$ cat config.mk
export PLATFORM = sky130hd
export DESIGN_NAME = fbmp_mag_pipe
export DESIGN_NICKNAME = d
export VERILOG_FILES = /design/src/design/fbmp_pkg.sv /design/src/design/fbmp_mag_pipe.sv
export SDC_FILE = /design/constraint.sdc
export NUM_CORES = 2
export LEC_CHECK = 0
export ABC_AREA = 1
export BUFFER_PORTS_ARGS = -buffer_cell sky130_fd_sc_hd__buf_2
export CAP_MARGIN = 5
export CORE_ASPECT_RATIO = 0.9
export CORE_MARGIN = 3
export CORE_UTILIZATION = 35
export DETAILED_ROUTE_END_ITERATION = 12
export GPL_TIMING_DRIVEN = 0
export PLACE_DENSITY = 0.47
export SYNTH_ARGS = -nofsm -noshare
export SYNTH_HDL_FRONTEND = slang
export SYNTH_SLANG_ARGS = --single-unit
$ cat constraint.sdc
create_clock -name clk -period 13.2 [get_ports clk]
set_clock_uncertainty 0.1 [all_clocks]
set_input_delay 2.64 -clock clk [delete_from_list [all_inputs] [get_ports clk]]
set_output_delay 2.64 -clock clk [all_outputs]
set_load 0.01 [all_outputs]
$ cat src/design/fbmp_pkg.sv
// fbmp_pkg: shared widths, types, the square-root step and the tangent table
// for the FFT bin magnitude/phase pipeline. No dependencies.
package fbmp_pkg;

    localparam int IN_W        = 16;
    localparam int MAG_W       = 17;
    localparam int PH_W        = 9;
    localparam int DEG_W       = 7;
    localparam int N_W         = 34;
    localparam int REM_W       = 21;
    localparam int TAN_FRAC    = 52;
    localparam int TAN_W       = TAN_FRAC + 1;
    localparam int PROD_W      = IN_W + TAN_W;
    localparam int MAG_STAGES  = 6;
    localparam int STEP_PER_ST = 3;
    localparam int SQRT_STEPS  = 17;
    localparam int PH_STAGES   = 7;
    localparam int PIPE_DEPTH  = 8;
    localparam int DEG_MAX     = 89;
    localparam int DEG_HALF    = 45;
    localparam int DEG_QUAD    = 90;

    localparam real PI        = 3.14159265358979323846;
    localparam real TAN_SCALE = 2.0 ** TAN_FRAC;

    typedef logic [IN_W-1:0]  uval_t;
    typedef logic [DEG_W-1:0] deg_t;
    typedef logic [1:0]       quad_t;
    typedef logic [TAN_W-1:0] tan_t;
    typedef tan_t tan_tbl_t [0:DEG_HALF];

    typedef struct packed {
        logic [N_W-1:0]   rad;
        logic [REM_W-1:0] rem;
        logic [MAG_W-1:0] root;
    } sqrt_state_t;

    typedef struct packed {
        uval_t u;
        uval_t v;
        quad_t q;
        logic  zero;
    } ph_item_t;

    function automatic tan_tbl_t make_tan_tbl();
        tan_tbl_t t;
        real r;
        for (int d = 0; d <= DEG_HALF; d++)
        begin
            r = $tan(real'(d) * PI / 180.0) * TAN_SCALE;
            t[d] = tan_t'(longint'(r));
        end
        return t;
    endfunction

    localparam tan_tbl_t TAN_TBL = make_tan_tbl();

    function automatic sqrt_state_t sqrt_step(sqrt_state_t s);
        sqrt_state_t r;
        logic [REM_W-1:0] rem2;
        logic [REM_W-1:0] trial;
        rem2  = {s.rem[REM_W-3:0], s.rad[N_W-1 -: 2]};
        trial = {2'b00, s.root, 2'b01};
        r.rad = {s.rad[N_W-3:0], 2'b00};
        if (rem2 >= trial)
        begin
            r.rem  = rem2 - trial;
            r.root = {s.root[MAG_W-2:0], 1'b1};
        end
        else
        begin
            r.rem  = rem2;
            r.root = {s.root[MAG_W-2:0], 1'b0};
        end
        return r;
    endfunction

endpackage

$ cat src/design/fbmp_mag_pipe.sv
// fbmp_mag_pipe: power stage then digit-by-digit square root, three digits
// per stage over six stages (two in the last). Depends on fbmp_pkg.
module fbmp_mag_pipe (
    input  logic                       clk,
    input  logic                       en,
    input  fbmp_pkg::uval_t            ax,
    input  fbmp_pkg::uval_t            ay,
    input  logic                       dc,
    output logic [fbmp_pkg::MAG_W-1:0] magnitude
);
    logic [fbmp_pkg::N_W-1:0] n_reg, n_next;
    fbmp_pkg::sqrt_state_t    st_reg  [fbmp_pkg::MAG_STAGES];
    fbmp_pkg::sqrt_state_t    st_next [fbmp_pkg::MAG_STAGES];
    logic [31:0] pw;

    always_comb
    begin
        pw = 32'(ax) * 32'(ax) + 32'(ay) * 32'(ay);
        n_next = dc ? {2'b00, pw} : {pw, 2'b00};
    end

    always_comb
    begin
        fbmp_pkg::sqrt_state_t s;
        for (int j = 0; j < fbmp_pkg::MAG_STAGES; j++)
        begin
            if (j == 0)
            begin
                s.rad  = n_reg;
                s.rem  = '0;
                s.root = '0;
            end
            else
            begin
                s = st_reg[j-1];
            end
            for (int k = 0; k < fbmp_pkg::STEP_PER_ST; k++)
            begin
                if (j * fbmp_pkg::STEP_PER_ST + k < fbmp_pkg::SQRT_STEPS)
                    s = fbmp_pkg::sqrt_step(s);
            end
            st_next[j] = s;
        end
    end

    always_ff @(posedge clk)
    begin
        if (en)
        begin
            n_reg  <= n_next;
            st_reg <= st_next;
        end
    end

    assign magnitude = st_reg[fbmp_pkg::MAG_STAGES-1].root;
endmodule

# Word level (Yosys, flattened, before mapping)
# Cells that the tools add are included.
[totals]
n_memories = 0
inputBits = 35
ramBits = 0
rom_bits = 0
wordCells = 73
latch_bits = 0
register_bits = 311
[op_classes]
n_reduce_logical = 0
n_shift = 0
n_mux = 18
mul = 2
bitwise = 0
n_div = 0
n_eq_ne = 0
n_addsub = 17
magnitude_cmp = 17
[op_table]
columns = ["operator", "count"]
rows = [
  ["$mux 36", 16],
  ["$ge 21x19->1", 16],
  ["$sub 19x19->19", 15],
  ["$mul 16x16->32", 2],
  ["$add 32x32->32", 1],
  ["$mux 32", 1],
  ["$sub 2x1->3 const B", 1],
  ["$ge 2x1->1 const B", 1],
  ["$mux 1", 1],
]

# Longest topological paths before layout
[logic_depth]
depth_word = 6
depth_mapped = 43

# Least setup slack after synthesis
# No wires, ideal clock.
[synth_path]
path_kind = "input -> register"
startpoint = "input port ax[2]"
endpoint = "register n_reg[31] (netlist bit) (data pin)"
t_required_ps = 12828
cell_stages = 30
t_arrival_ps = 9339
setup_slack_ps = 3489
path_buffers = 2
path_cell_list = "clkbuf_1 clkbuf_1 nand2_1 fa_1 inv_1 fa_1 inv_1 fa_1 fa_1 inv_1 fa_1 fa_1 fa_1 inv_1 fa_1 inv_1 ha_1 nand2_1 nor2_1 inv_1 nor4_1 a21oi_1 o21ai_0 a21oi_1 o21ai_0 nand2_1 nand2_1 nand2_1 nand3_1 o21ai_0"
[synth_via]
elab_chain_cells = 3
[synth_rtl]
columns = ["element", "line", "source"]
rows = [
  ["from (decl)", "fbmp_mag_pipe.sv:6", "input fbmp_pkg::uval_t ax,"],
  ["$mul 16x16->32", "fbmp_mag_pipe.sv:18", "pw = 32'(ax) * 32'(ax) + 32'(ay) * 32'(ay);"],
  ["$add 32x32->32", "fbmp_mag_pipe.sv:18", ""],
  ["$mux 32", "fbmp_mag_pipe.sv:19", "n_next = dc ? {2'b00, pw} : {pw, 2'b00};"],
  ["named net n_next, one bit", "fbmp_mag_pipe.sv:11", "logic [fbmp_pkg::N_W-1:0] n_reg, n_next;"],
  ["to (signal assigned)", "fbmp_mag_pipe.sv:50", "n_reg <= n_next;"],
  ["to (decl)", "fbmp_mag_pipe.sv:11", ""],
]
# The timed path passes the listed nets, and every way through them passes these cells.
# A chain may end at the register's enable or synchronous reset.

# Worst setup path after layout
[layout_path]
startpoint = "input port ay[7]"
endpoint = "register n_reg[30] (netlist bit) (data pin)"
[layout_via]
elab_chain_cells = 3
[layout_rtl]
columns = ["element", "line", "source"]
rows = [
  ["from (decl)", "fbmp_mag_pipe.sv:7", "input fbmp_pkg::uval_t ay,"],
  ["$mul 16x16->32", "fbmp_mag_pipe.sv:18", ""],
  ["$add 32x32->32", "fbmp_mag_pipe.sv:18", ""],
  ["$mux 32", "fbmp_mag_pipe.sv:19", ""],
  ["named net n_next, one bit", "fbmp_mag_pipe.sv:11", ""],
]
# The timed path passes the listed nets, and every way through them passes these cells.

==> metrics.txt <==
run status complete, no violations; Detailed Route WL between 100 and 150 mm; fin worst setup slack approximately 2.3 ns; ratio of cells with drive above 1 in the final layout under 10%; DRC violation total after the first TritonRoute iteration roughly 1,700; fill cell count approximately 11,000; Netlist cell types 64; launch instance of the worst register-to-register path st_reg[223]; Storage cell area between 8000 and 9000 um^2; Critical Path Source Type input pin; placement-stage worst setup slack 1.74 ns; met3 Track Usage GR roughly 2.7%; setup_tns 0 ns; Final setup violation count 0; DRC violations left 0; endpoint kind of the worst setup timing path flip-flop; crit-path most repeated cell fa_1; library cell contributing the largest single delay on the critical path clkbuf_1; number of levels the H-tree was split into 2; most used cells in the layout excluding fill and tap cells nand2_1 (1,109), inv_1 (1,071), fa_1 (394); Fin. Hold Viols 0; max-slew violation count 0; buffer type at the clock tree root clkbuf_16; multi-input logic area about 25,000 um^2; cell class contributing the biggest share of worst-path delay adder cells; total die area approximately 110,000 um^2; grt total ovfl 0; initial antenna violation count 8; number of register bits inferred by synthesis 271; number of maximum-capacitance violations 0; Synth area leader edfxtp_1; most heavily used metal layer in global routing met2; wire length per cell 16.3 um; number of cells traversed by the worst hold path 0; most common cell after layout, fill and taps aside nand2_1; Avg Synthesized Cell Area just under 8 um^2; met1 track utilization from global routing 28.2%; number of nets in the layout around 5,700; number of enable-type register cells in the synthesized netlist 271; effective utilization at floorplan between 30% and 40%; Clock Path Buffers 3; number of cells on the worst reg-to-reg path 35; relative max-transition margin between 40 and 50%; cts bufs inserted 34; layout overhead on the synthesized area 8.28%; Cell Count, Final, Fillers Out 6,350; hold_sp st_next[207]; number of clock sinks around 270; post-cts sizing count 0; via count 29,800; asr flop ratio synth 0%; boundary pin count 52; area of the mapped netlist around 38,000 um^2; pin count of the biggest net entering global routing 96; DR vias/cell ~4.7; final critical path time including I/O delays and setup 10.86 ns; total number of placement rows between 100 and 150; fin crit share about 80%; met2 track demand over resource 29.9%; Synth area leaders edfxtp_1 (22%), fa_1 (21%), ha_1 (12%); clock network latency to the later pin of the worst-skew pair 0.55 ns; count of input and output buffers 43; unrepaired setup endpoints after global routing no; TritonCTS clock tree yes; maximum net fanout on the critical path 10; register area share after synthesis between 20% and 30%; highest cell delay on the worst timing path a little under 0.6 ns; detailed-placement wirelength estimate between 80 and 90 mm; die outline height ~320 um; buffers inserted during post-CTS setup optimization 0; router iterations before antenna repair 5; Worst path depth 26; width of the chip around 350 um; Post-Synthesis Cells a little under 5,000; area share of the largest cell type after synthesis between 20% and 30%; routability-driven placement congestion ratio about 0.89; Worst-Margin Slew about 0.81 ns; number of global-route vias before repair ~30,000; Yosys warning total 0; Antenna Violating Nets Remaining 0; number of cells after detailed placement 6,291; Crit. Startpoint ay[7]; WP buf/inv 5; Most used DFF post-synth edfxtp_1; clk slew on worst S/H paths 0.06 ns; combined global-route utilization of all metal layers about a fifth; flip-flop count of the largest register after layout between 150 and 200; Max Clock Freq roughly 92 MHz; critical setup path kind in2reg; worst hold path class reg2reg; global-route wire length before repair approximately 170 mm; data arrival at the endpoint of the critical path approximately 11 ns; required time at the endpoint of the critical path about 13 ns; area of the core 106,000 um^2; hold buffer count at cts 0
==> cells in the mapped netlist (all sizes together) (40+ instances only) <==
cell type / instances
o21ai: 201
clkbuf: 66
a21oi: 207
xor2: 103
nand3: 264
inv: 1104
nand4: 47
nand2: 1141
buf: 40
ha: 354
fa: 394
edfxtp: 271
nor3: 51
xnor2: 65
nor2: 344
==> worst paths after layout <==
| path | end | slack [ns] |
|---|---|---|
| worst max register to register | st_reg[165] | 5.07 |
| worst min register to register | st_next[141] | 0.30 |
| worst max-delay path | n_reg[30] | 2.34 |
| worst min-delay path | st_next[141] | 0.30 |
==> stage by stage <==
stage / utilization (%) / cell area [um^2] / hold WS [ns]
floorplan: - / 37700 / 0.300
global placement: 37.4 / 39700 / 0.302
detailed placement: 37.5 / 39800 / 0.305
CTS: 38.4 / 40800 / 0.306
global route: 38.4 / 40800 / 0.309
finish: 38.4 / 40800 / 0.305
==> routing by layer <==
metal | part of all wire, % | wire (um) | vias to the layer above
met2 | 43 | 44900 | 583
met4 | 1.7 | 1750 | 6
li1 | - | - | 15200
met5 | 0.037 | 38 | -
met3 | 5.0 | 5210 | 103
met1 | 50 | 51800 | 13900
==> logic make-up (layout without fill, tap and decap cells) <==
kind of cell / after synthesis / in the layout / synth area share (%)
buf+inv: 1214 / 1316 / 12.6
other cells: 1 / 5 / 0.00995
mux: 7 / 7 / 0.189
simple gates: 1907 / 1907 / 21.8
flops: 271 / 271 / 21.6
xor+xnor: 168 / 168 / 3.92
fa+ha+maj: 748 / 748 / 32.7
compound gates: 491 / 491 / 7.22
==> final cells by class <==
class / count / share of cell area [%]
inverter: 1108 / 10.2
buffer: 106 / 1.40
clock buffer: 37 / 2.16
sequential: 271 / 19.9
timing repair buffer: 45 / 0.687
multi-input combinational: 3324 / 60.8
tap: 1437 / 4.41
clock inverter: 20 / 0.362
antenna: 2 / 0.0123
Power is not shown: default switching activity piles up to over one toggle a cycle in this logic, so the estimate is an artifact.
